===== src/shalloc_pkg.sv =====
// shared types, constants and codes of the subregion heap allocator
package shalloc_pkg;

  // field widths
  localparam int ADDR_W   = 32;
  localparam int REQ_W    = 16;
  localparam int BYTES_W  = 14;
  localparam int STATUS_W = 2;
  localparam int SUB_W    = 6;
  localparam int NSUB_W   = 4;

  // heap layout
  localparam int SUB_TOTAL    = 40;
  localparam int SMALL_COUNT  = 24;
  localparam int SMALL_SIZE   = 512;
  localparam int SMALL_SHIFT  = 9;
  localparam int LARGE_SHIFT  = 10;
  localparam int LARGE_OFFSET = 'h3000;
  localparam int REGION_SUBS  = 8;
  localparam int REGION_BITS  = $clog2(REGION_SUBS);
  localparam int MAX_REQUEST  = 8192;

  localparam logic [ADDR_W-1:0] HEAP_BASE_RST = 32'h2000_1000;

  // grant table sizing
  localparam int TABLE_DEPTH = 16;
  localparam int IDX_W       = (TABLE_DEPTH > 1) ? $clog2(TABLE_DEPTH) : 1;
  localparam int CNT_W       = $clog2(TABLE_DEPTH + 1);

  // beat packing
  localparam int IN_DATA_W  = 48;
  localparam int OUT_DATA_W = 48;

  // opcodes
  localparam logic OP_ALLOC = 1'b0;
  localparam logic OP_FREE  = 1'b1;

  // result status codes
  localparam logic [STATUS_W-1:0] STATUS_DONE    = 2'd0;
  localparam logic [STATUS_W-1:0] STATUS_NOSPACE = 2'd1;
  localparam logic [STATUS_W-1:0] STATUS_FULL    = 2'd2;

  typedef struct packed {
    logic [SUB_W-1:0]  start;
    logic [NSUB_W-1:0] cnt;
  } grant_t;

  typedef enum logic [3:0] {
    ST_IDLE,
    ST_ACHK,
    ST_ASCAN,
    ST_ACOMMIT,
    ST_FREAD,
    ST_FCMP,
    ST_SHRD,
    ST_SHWR,
    ST_RESULT
  } state_t;

  // controller to datapath
  typedef struct packed {
    logic load;
    logic fail_nospace;
    logic fail_full;
    logic scan_step;
    logic commit;
    logic rd_en;
    logic cmp_hit;
    logic idx_inc;
    logic sh_wr;
    logic free_done;
    logic out_load;
  } cmd_t;

  // datapath to controller
  typedef struct packed {
    logic bad_req;
    logic full;
    logic hit;
    logic scan_end;
    logic idx_in;
    logic match;
    logic out_free;
  } stat_t;

endpackage


===== src/shalloc_ctrl.sv =====
// sequencing state machine of the subregion heap allocator
module shalloc_ctrl import shalloc_pkg::*; (
  input  logic  clk,
  input  logic  rst_n,
  input  logic  in_tvalid,
  input  logic  in_op,
  output logic  in_tready,
  input  stat_t stat,
  output cmd_t  cmd
);

  state_t state_r, state_nxt;

  // state register
  always_ff @(posedge clk) begin
    if (!rst_n) begin
      state_r <= ST_IDLE;
    end else begin
      state_r <= state_nxt;
    end
  end

  // next state and commands
  always_comb begin
    state_nxt = state_r;
    cmd       = '0;
    in_tready = 1'b0;
    case (state_r)
      ST_IDLE: begin
        in_tready = 1'b1;
        if (in_tvalid) begin
          cmd.load  = 1'b1;
          state_nxt = (in_op == OP_FREE) ? ST_FREAD : ST_ACHK;
        end
      end
      ST_ACHK: begin
        if (stat.bad_req) begin
          cmd.fail_nospace = 1'b1;
          state_nxt        = ST_RESULT;
        end else if (stat.full) begin
          cmd.fail_full = 1'b1;
          state_nxt     = ST_RESULT;
        end else begin
          state_nxt = ST_ASCAN;
        end
      end
      ST_ASCAN: begin
        cmd.scan_step = 1'b1;
        if (stat.hit) begin
          state_nxt = ST_ACOMMIT;
        end else if (stat.scan_end) begin
          cmd.fail_nospace = 1'b1;
          state_nxt        = ST_RESULT;
        end
      end
      ST_ACOMMIT: begin
        cmd.commit = 1'b1;
        state_nxt  = ST_RESULT;
      end
      ST_FREAD: begin
        if (stat.idx_in) begin
          cmd.rd_en = 1'b1;
          state_nxt = ST_FCMP;
        end else begin
          cmd.fail_nospace = 1'b1;
          state_nxt        = ST_RESULT;
        end
      end
      ST_FCMP: begin
        if (stat.match) begin
          cmd.cmp_hit = 1'b1;
          state_nxt   = ST_SHRD;
        end else begin
          cmd.idx_inc = 1'b1;
          state_nxt   = ST_FREAD;
        end
      end
      ST_SHRD: begin
        if (stat.idx_in) begin
          cmd.rd_en = 1'b1;
          state_nxt = ST_SHWR;
        end else begin
          cmd.free_done = 1'b1;
          state_nxt     = ST_RESULT;
        end
      end
      ST_SHWR: begin
        cmd.sh_wr = 1'b1;
        state_nxt = ST_SHRD;
      end
      ST_RESULT: begin
        if (stat.out_free) begin
          cmd.out_load = 1'b1;
          state_nxt    = ST_IDLE;
        end
      end
      default: begin
        state_nxt = ST_IDLE;
      end
    endcase
  end

endmodule


===== src/shalloc_dp.sv =====
// datapath: configuration register, used bitmap, grant table, walker, result and output registers
module shalloc_dp import shalloc_pkg::*; (
  input  logic                  clk,
  input  logic                  rst_n,
  input  cmd_t                  cmd,
  output stat_t                 stat,
  input  logic [IN_DATA_W-1:0]  in_tdata,
  input  logic                  cfg_wen,
  input  logic [ADDR_W-1:0]     cfg_wdata,
  output logic                  out_tvalid,
  input  logic                  out_tready,
  output logic [OUT_DATA_W-1:0] out_tdata,
  output logic [STATUS_W-1:0]   out_tuser
);

  // start address of a subregion
  function automatic logic [ADDR_W-1:0] sub_addr(input logic [ADDR_W-1:0] base,
                                                 input logic [SUB_W-1:0]  g);
    logic [15:0] off;
    logic [SUB_W-1:0] lg;
    lg = g - SUB_W'(SMALL_COUNT);
    if (g < SUB_W'(SMALL_COUNT)) begin
      off = 16'(g) << SMALL_SHIFT;
    end else begin
      off = 16'(LARGE_OFFSET) + (16'(lg) << LARGE_SHIFT);
    end
    return base + ADDR_W'(off);
  endfunction

  logic [ADDR_W-1:0]   heap_base_r;
  logic [SUB_TOTAL-1:0] used_r;
  logic [CNT_W-1:0]    count_r;
  logic [CNT_W-1:0]    idx_r;
  logic [SUB_W-1:0]    g_r;
  logic [NSUB_W-1:0]   run_r;
  logic [NSUB_W-1:0]   n_r;
  logic                small_r;
  logic [REQ_W-1:0]    req_r;
  logic [ADDR_W-1:0]   addr_r;
  logic [SUB_W-1:0]    start_r;
  logic [BYTES_W-1:0]  free_bytes_r;
  grant_t              tbl [TABLE_DEPTH];
  grant_t              rd_data_r;

  logic [STATUS_W-1:0] res_status_r;
  logic [ADDR_W-1:0]   res_addr_r;
  logic [BYTES_W-1:0]  res_bytes_r;
  logic                out_valid_r;
  logic [STATUS_W-1:0] out_status_r;
  logic [ADDR_W-1:0]   out_addr_r;
  logic [BYTES_W-1:0]  out_bytes_r;

  logic [REQ_W-1:0]    in_req;
  logic [ADDR_W-1:0]   in_addr;
  logic [REQ_W:0]      in_round;
  logic                in_small;

  logic [NSUB_W-1:0]   run_eff;
  logic                cur_free;
  logic [SUB_W-1:0]    scan_start;
  logic [SUB_W-1:0]    mask_start;
  logic [NSUB_W-1:0]   mask_cnt;
  logic [SUB_W:0]      mask_end;
  logic [SUB_TOTAL-1:0] mask;
  logic [IDX_W-1:0]    wr_idx;
  logic [CNT_W-1:0]    idx_dec;
  logic [BYTES_W-1:0]  grant_bytes;

  // input beat fields
  assign in_req   = in_tdata[REQ_W-1:0];
  assign in_addr  = in_tdata[REQ_W+ADDR_W-1:REQ_W];
  assign in_round = {1'b0, in_req} + (REQ_W+1)'((1 << LARGE_SHIFT) - 1);
  assign in_small = (in_req <= REQ_W'(SMALL_SIZE));

  // walker step
  assign run_eff    = (g_r[REGION_BITS-1:0] == '0) ? '0 : run_r;
  assign cur_free   = ~used_r[g_r];
  assign scan_start = small_r ? g_r : (g_r + SUB_W'(1) - SUB_W'(n_r));

  // run mask for setting or clearing subregions
  assign mask_start = cmd.commit ? start_r : rd_data_r.start;
  assign mask_cnt   = cmd.commit ? n_r : rd_data_r.cnt;
  assign mask_end   = {1'b0, mask_start} + (SUB_W+1)'(mask_cnt);
  always_comb begin
    for (int g = 0; g < SUB_TOTAL; g++) begin
      mask[g] = ((SUB_W+1)'(g) >= {1'b0, mask_start}) && ((SUB_W+1)'(g) < mask_end);
    end
  end

  assign grant_bytes = small_r ? BYTES_W'(SMALL_SIZE) : (BYTES_W'(n_r) << LARGE_SHIFT);
  assign idx_dec     = idx_r - CNT_W'(1);
  assign wr_idx      = cmd.commit ? count_r[IDX_W-1:0] : idx_dec[IDX_W-1:0];

  // status to the controller
  always_comb begin
    stat.bad_req  = (req_r == '0) || (req_r > REQ_W'(MAX_REQUEST));
    stat.full     = (count_r >= CNT_W'(TABLE_DEPTH));
    stat.hit      = cur_free && (small_r || ((run_eff + NSUB_W'(1)) == n_r));
    stat.scan_end = small_r ? (g_r == SUB_W'(SMALL_COUNT - 1))
                            : (g_r == SUB_W'(SUB_TOTAL - 1));
    stat.idx_in   = (idx_r < count_r);
    stat.match    = (sub_addr(heap_base_r, rd_data_r.start) == addr_r);
    stat.out_free = !out_valid_r || out_tready;
  end

  // configuration register
  always_ff @(posedge clk) begin
    if (!rst_n) begin
      heap_base_r <= HEAP_BASE_RST;
    end else if (cfg_wen) begin
      heap_base_r <= cfg_wdata;
    end
  end

  // bitmap and table fill count
  always_ff @(posedge clk) begin
    if (!rst_n) begin
      used_r  <= '0;
      count_r <= '0;
    end else begin
      if (cmd.commit) begin
        used_r  <= used_r | mask;
        count_r <= count_r + CNT_W'(1);
      end
      if (cmd.cmp_hit) begin
        used_r <= used_r & ~mask;
      end
      if (cmd.free_done) begin
        count_r <= count_r - CNT_W'(1);
      end
    end
  end

  // grant table memory
  always_ff @(posedge clk) begin
    if (cmd.commit) begin
      tbl[wr_idx] <= '{start: start_r, cnt: n_r};
    end else if (cmd.sh_wr) begin
      tbl[wr_idx] <= rd_data_r;
    end
    if (cmd.rd_en) begin
      rd_data_r <= tbl[idx_r[IDX_W-1:0]];
    end
  end

  // operand capture and walker
  always_ff @(posedge clk) begin
    if (cmd.load) begin
      req_r   <= in_req;
      addr_r  <= in_addr;
      small_r <= in_small;
      n_r     <= in_small ? NSUB_W'(1) : in_round[LARGE_SHIFT+NSUB_W-1:LARGE_SHIFT];
      g_r     <= in_small ? '0 : SUB_W'(SMALL_COUNT);
      run_r   <= '0;
      idx_r   <= '0;
    end else begin
      if (cmd.scan_step) begin
        g_r     <= g_r + SUB_W'(1);
        run_r   <= cur_free ? (run_eff + NSUB_W'(1)) : '0;
        start_r <= scan_start;
      end
      if (cmd.idx_inc || cmd.cmp_hit || cmd.sh_wr) begin
        idx_r <= idx_r + CNT_W'(1);
      end
    end
    if (cmd.cmp_hit) begin
      free_bytes_r <= (rd_data_r.start < SUB_W'(SMALL_COUNT)) ? BYTES_W'(SMALL_SIZE)
                    : (BYTES_W'(rd_data_r.cnt) << LARGE_SHIFT);
    end
  end

  // result registers
  always_ff @(posedge clk) begin
    if (cmd.fail_nospace) begin
      res_status_r <= STATUS_NOSPACE;
      res_addr_r   <= '0;
      res_bytes_r  <= '0;
    end else if (cmd.fail_full) begin
      res_status_r <= STATUS_FULL;
      res_addr_r   <= '0;
      res_bytes_r  <= '0;
    end else if (cmd.commit) begin
      res_status_r <= STATUS_DONE;
      res_addr_r   <= sub_addr(heap_base_r, start_r);
      res_bytes_r  <= grant_bytes;
    end else if (cmd.free_done) begin
      res_status_r <= STATUS_DONE;
      res_addr_r   <= '0;
      res_bytes_r  <= free_bytes_r;
    end
  end

  // output register
  always_ff @(posedge clk) begin
    if (!rst_n) begin
      out_valid_r <= 1'b0;
    end else if (cmd.out_load) begin
      out_valid_r <= 1'b1;
    end else if (out_tready) begin
      out_valid_r <= 1'b0;
    end
  end

  always_ff @(posedge clk) begin
    if (cmd.out_load) begin
      out_status_r <= res_status_r;
      out_addr_r   <= res_addr_r;
      out_bytes_r  <= res_bytes_r;
    end
  end

  assign out_tvalid = out_valid_r;
  assign out_tuser  = out_status_r;
  assign out_tdata  = {(OUT_DATA_W-ADDR_W-BYTES_W)'(0), out_bytes_r, out_addr_r};

endmodule


===== src/subregion_heap_allocator.sv =====
// top level of the subregion heap allocator
//
//   channel  dir  handshake            payload
//   in       in   in_tvalid/in_tready  tuser: opcode; tdata: request_bytes, block_address
//   out      out  out_tvalid/out_tready tuser: status; tdata: granted_address, granted_bytes
//   cfg      in   cfg_wen              cfg_wdata: heap_base
//
// one request at a time; the next beat is taken the cycle after the result is loaded.
// allocate: the result waits on the one-bit-a-cycle walk over the used bitmap. free: the result
// waits on the single read port of the grant table (search, then each later entry is read
// and written back one slot lower).
// reset empties the bitmap and the table at once; no clearing pass.
// a stalled output holds the result and the block waits in its result state.
module subregion_heap_allocator import shalloc_pkg::*; (
  input  logic                  clk,
  input  logic                  rst_n,
  input  logic                  in_tvalid,
  output logic                  in_tready,
  input  logic [IN_DATA_W-1:0]  in_tdata,   // request_bytes [15:0], block_address [47:16]
  input  logic                  in_tuser,   // opcode [0]
  output logic                  out_tvalid,
  input  logic                  out_tready,
  output logic [OUT_DATA_W-1:0] out_tdata,  // granted_address [31:0], granted_bytes [45:32]
  output logic [STATUS_W-1:0]   out_tuser,  // status [1:0]
  input  logic                  cfg_wen,
  input  logic [ADDR_W-1:0]     cfg_wdata
);

  cmd_t  cmd;
  stat_t stat;

  // sequencer
  shalloc_ctrl u_ctrl (
    .clk       (clk),
    .rst_n     (rst_n),
    .in_tvalid (in_tvalid),
    .in_op     (in_tuser),
    .in_tready (in_tready),
    .stat      (stat),
    .cmd       (cmd)
  );

  // datapath
  shalloc_dp u_dp (
    .clk        (clk),
    .rst_n      (rst_n),
    .cmd        (cmd),
    .stat       (stat),
    .in_tdata   (in_tdata),
    .cfg_wen    (cfg_wen),
    .cfg_wdata  (cfg_wdata),
    .out_tvalid (out_tvalid),
    .out_tready (out_tready),
    .out_tdata  (out_tdata),
    .out_tuser  (out_tuser)
  );

endmodule

===== config.mk =====
export PLATFORM = sky130hd
export DESIGN_NAME = subregion_heap_allocator
export DESIGN_NICKNAME = d
export VERILOG_FILES = /design/src/shalloc_pkg.sv /design/src/shalloc_ctrl.sv /design/src/shalloc_dp.sv /design/src/subregion_heap_allocator.sv
export SDC_FILE = /design/constraint.sdc
export NUM_CORES = 1
export LEC_CHECK = 0
export ABC_AREA = 1
export BUFFER_PORTS_ARGS = -buffer_cell sky130_fd_sc_hd__buf_4
export CORE_AREA = 2 2 263 317
export DETAILED_ROUTE_END_ITERATION = 6
export DIE_AREA = 0 0 265 319
export GPL_ROUTABILITY_DRIVEN = 0
export PLACE_DENSITY = 0.36
export SLEW_MARGIN = 20
export SYNTH_ARGS = -nofsm -noshare
export SYNTH_HDL_FRONTEND = slang
export SYNTH_SLANG_ARGS = --single-unit

===== constraint.sdc =====
create_clock -name clk -period 12.4 [get_ports clk]
set_clock_uncertainty 0.1 [all_clocks]
set_input_delay 1.86 -clock clk [delete_from_list [all_inputs] [get_ports clk]]
set_output_delay 1.86 -clock clk [all_outputs]
set_load 0.05 [all_outputs]

==> impl_results.md <==
* Outcome: finished, final reports clean
* TritonCTS clock tree: built
* Core box area at 0.0814 mm²
* Critical path arrival at 5.23 ns
* # IOs at 138
* Tmin final at 5.04 ns
* Static leakage at 9.38 nW
* Total gr overflow at 0
* H-Tree Depth at 2
* Antenna violations before repair at 2
* Number of global-route vias before repair at 16600
* Worst Path Max Fanout at 32
* Setup_tns at 0 ns
* Worst hold-check path type: reg2reg
* Pwr dens at 145 mW/mm²
* Dpl hpwl at 49500 µm
* Post-CTS Hold Buffers at 0
* Final hold violation count at 0
* CTS Sinks at 409
* Kind of end point of the critical path: flop
* Routed wire per std cell at 19.9 µm
* Cells after Synth at 2301
* RSZ-0062 raised after global routing: false
* Post-DP Area at 0.0224 mm²
* Mapped Area at 0.0202 mm²
* Max-slew violations at 0
* YS warnings at 0
* First drt pass iteration count at 5
* WS Path Type: reg2reg
* PortBufs at 126
* Slew Limit Headroom at 0.279
* Peak Freq at 0.199 GHz
* Synth Register Bits at 409
* Layout cell share with drive strength beyond 1 at 0.121
* GR Util All Layers at 0.165
* Final #Nets at 2564
* Final setup viols at 0
* Rows at 115
* Vias post-DR at 16400
* Clock latency on the worst-skew pair at 0.62 ns
* Mean Syn Cell Area at 8.77 µm²
* Data required, critical path at 12.59 ns
* Iteration-0 DRC Markers at 1194
* Maxcap violations at 0
* Worst-case clock buffer depth at 3
* Die area at 0.0845 mm²
* Most common cell after layout, fill and taps aside: nand2_1
* Ys flop type: edfxtp_1
* Clk slew on worst S/H paths at 0.06 ns
* Post-synth EDFFs at 279
* Tightest Pin Transition at 1.08 ns
* Ys async rst share at 0
* Clock root cell: clkbuf_16
* First-pass GRT wire length at 106000 µm
* Via-per-instance ratio at 4.66
* Num CTS Buffers at 49
* Worst Setup Start Kind: flop
* Final period util at 0.406
* Post-DRT Antenna Nets at 0
* Post-CTS Setup Inserts at 0
* Gates resized, CTS repair at 0
* Register area share after synthesis at 0.544
* Die Y at 319 µm
* Area Overhead vs Synth at 19.5%
* Starting Density at 0.248
* Most frequent cells in the layout: 468 x nand2_1, 279 x edfxtp_1, 262 x nor2_1, 238 x inv_1, 214 x o21ai_0
* Peak VDD IR at 0.0000964 V
* Pin count of the biggest net entering global routing at 87
* Post-synth cell types at 53
* Design Area, Final at 0.0241 mm²
* Chip width at 265 µm
* Drt drc at 0
* Post-Route WL at 70000 µm
report_power, final:
group          internal [mW]  switching [mW]  total, mW
Sequential              1.50          0.0375       1.54
Clock                  0.963           0.615       1.58
Combinational          0.112           0.271      0.382
final cells by class:
cell class | instances | area [µm²]
sequential | 409 | 11000
antenna | 1 | 2.50
clock inverter | 27 | 392
multi-input combinational | 1558 | 7890
inverter | 250 | 940
timing repair buffer | 163 | 1220
tap | 1053 | 1320
fill | 8707 | 57300
clock buffer | 64 | 1360
worst paths after layout:
| path | start | endpoint | slack [ns] | depth (start not counted) |
|---|---|---|---|---|
| worst min register to register | u_dp.res_addr_r[14]$_SDFFE_PP0P_ | u_dp.out_addr_r[14]$_DFFE_PP_ | 0.32 | 0 |
| worst max register to register | u_dp.rd_data_r[7]$_DFFE_PP_ | u_dp.free_bytes_r[9]$_DFFE_PP_ | 7.36 | 20 |
| worst min-delay path | u_dp.res_addr_r[14]$_SDFFE_PP0P_ | u_dp.out_addr_r[14]$_DFFE_PP_ | 0.32 | 0 |
| worst max-delay path | u_dp.rd_data_r[7]$_DFFE_PP_ | u_dp.free_bytes_r[9]$_DFFE_PP_ | 7.36 | 20 |
through the flow:
step                      setup WS, ns  hold WS [ns]  std cells  power, mW   util
final                             7.36         0.321       3525       3.50  0.296
after global routing              6.85         0.341       3525       3.65  0.296
after CTS                         7.26         0.320       3524       3.56  0.296
after detailed placement          7.33         0.314       3433       1.96  0.274
after global placement            7.43         0.314       3433       1.96  0.274
after floorplan                   7.23         0.309       2311       1.80      -
layer usage:
metal,global-route usage,share of wire
met3,0.0223,0.040
met1,0.196,0.42
met5,0,0.00019
met4,0.0567,0.031
met2,0.302,0.51
synth_stat cells (27+ instances only):
master      n  area, µm²
nand4_1    48        300
o21ai_0   215       1080
dfxtp_1   130       2600
xor2_1     27        236
clkbuf_1   59        221
edfxtp_1  279       8380
nand3_1   116        581
ha_1       42        526
nand2_1   469       1760
inv_1     239        897
a21oi_1   175        876
nor2_1    274       1030
flip-flops by register name, indices dropped and copies added, names as in the netlist, named ones only:
name,cells
u_dp.small_r,1
u_ctrl.state_r,4
u_dp.tbl,160
u_dp.out_addr_r,32
u_dp.run_r,4
u_dp.start_r,6
u_dp.addr_r,32
u_dp.out_tuser,2
u_dp.count_r,5
u_dp.res_addr_r,32
u_dp.out_tvalid,1
u_dp.heap_base_r,32
u_dp.res_bytes_r,5
u_dp.idx_r,5
u_dp.rd_data_r,10
u_dp.req_r,16
u_dp.out_bytes_r,5
u_dp.n_r,4
u_dp.res_status_r,2
u_dp.free_bytes_r,5
u_dp.g_r,6
worst max-delay path: stages (launching register included):
cell	delay (ns)
edfxtp_1	0.48
a21oi_1	0.66
inv_1	0.19
nor2_1	0.16
ha_1	0.21
inv_1	0.06
fa_1	0.39
inv_1	0.13
nand3_1	0.13
nand2_1	0.21
nand2_1	0.08
nand2_1	0.15
nand3_1	0.17
nor2_1	0.20
nand3_1	0.12
nor2_1	0.13
nand3_1	0.10
nor2_2	0.11
buf_4	0.36
nand3_1	0.28
inv_2	0.24
cell families (layout without fill, tap and decap cells):
logic type / count (synthesis) / in the layout / share of synthesized area
AO/OA/AOI/OAI: 489 / 489 / 0.134
XOR/XNOR: 41 / 41 / 0.0178
adder cells (fa/ha/maj): 47 / 47 / 0.0310
buffers and inverters: 344 / 504 / 0.0690
flip-flops: 409 / 409 / 0.544
other: 1 / 12 / 0.000186
AND/OR/NAND/NOR: 970 / 970 / 0.203
Note: power is estimated with default switching activity, not from simulation.
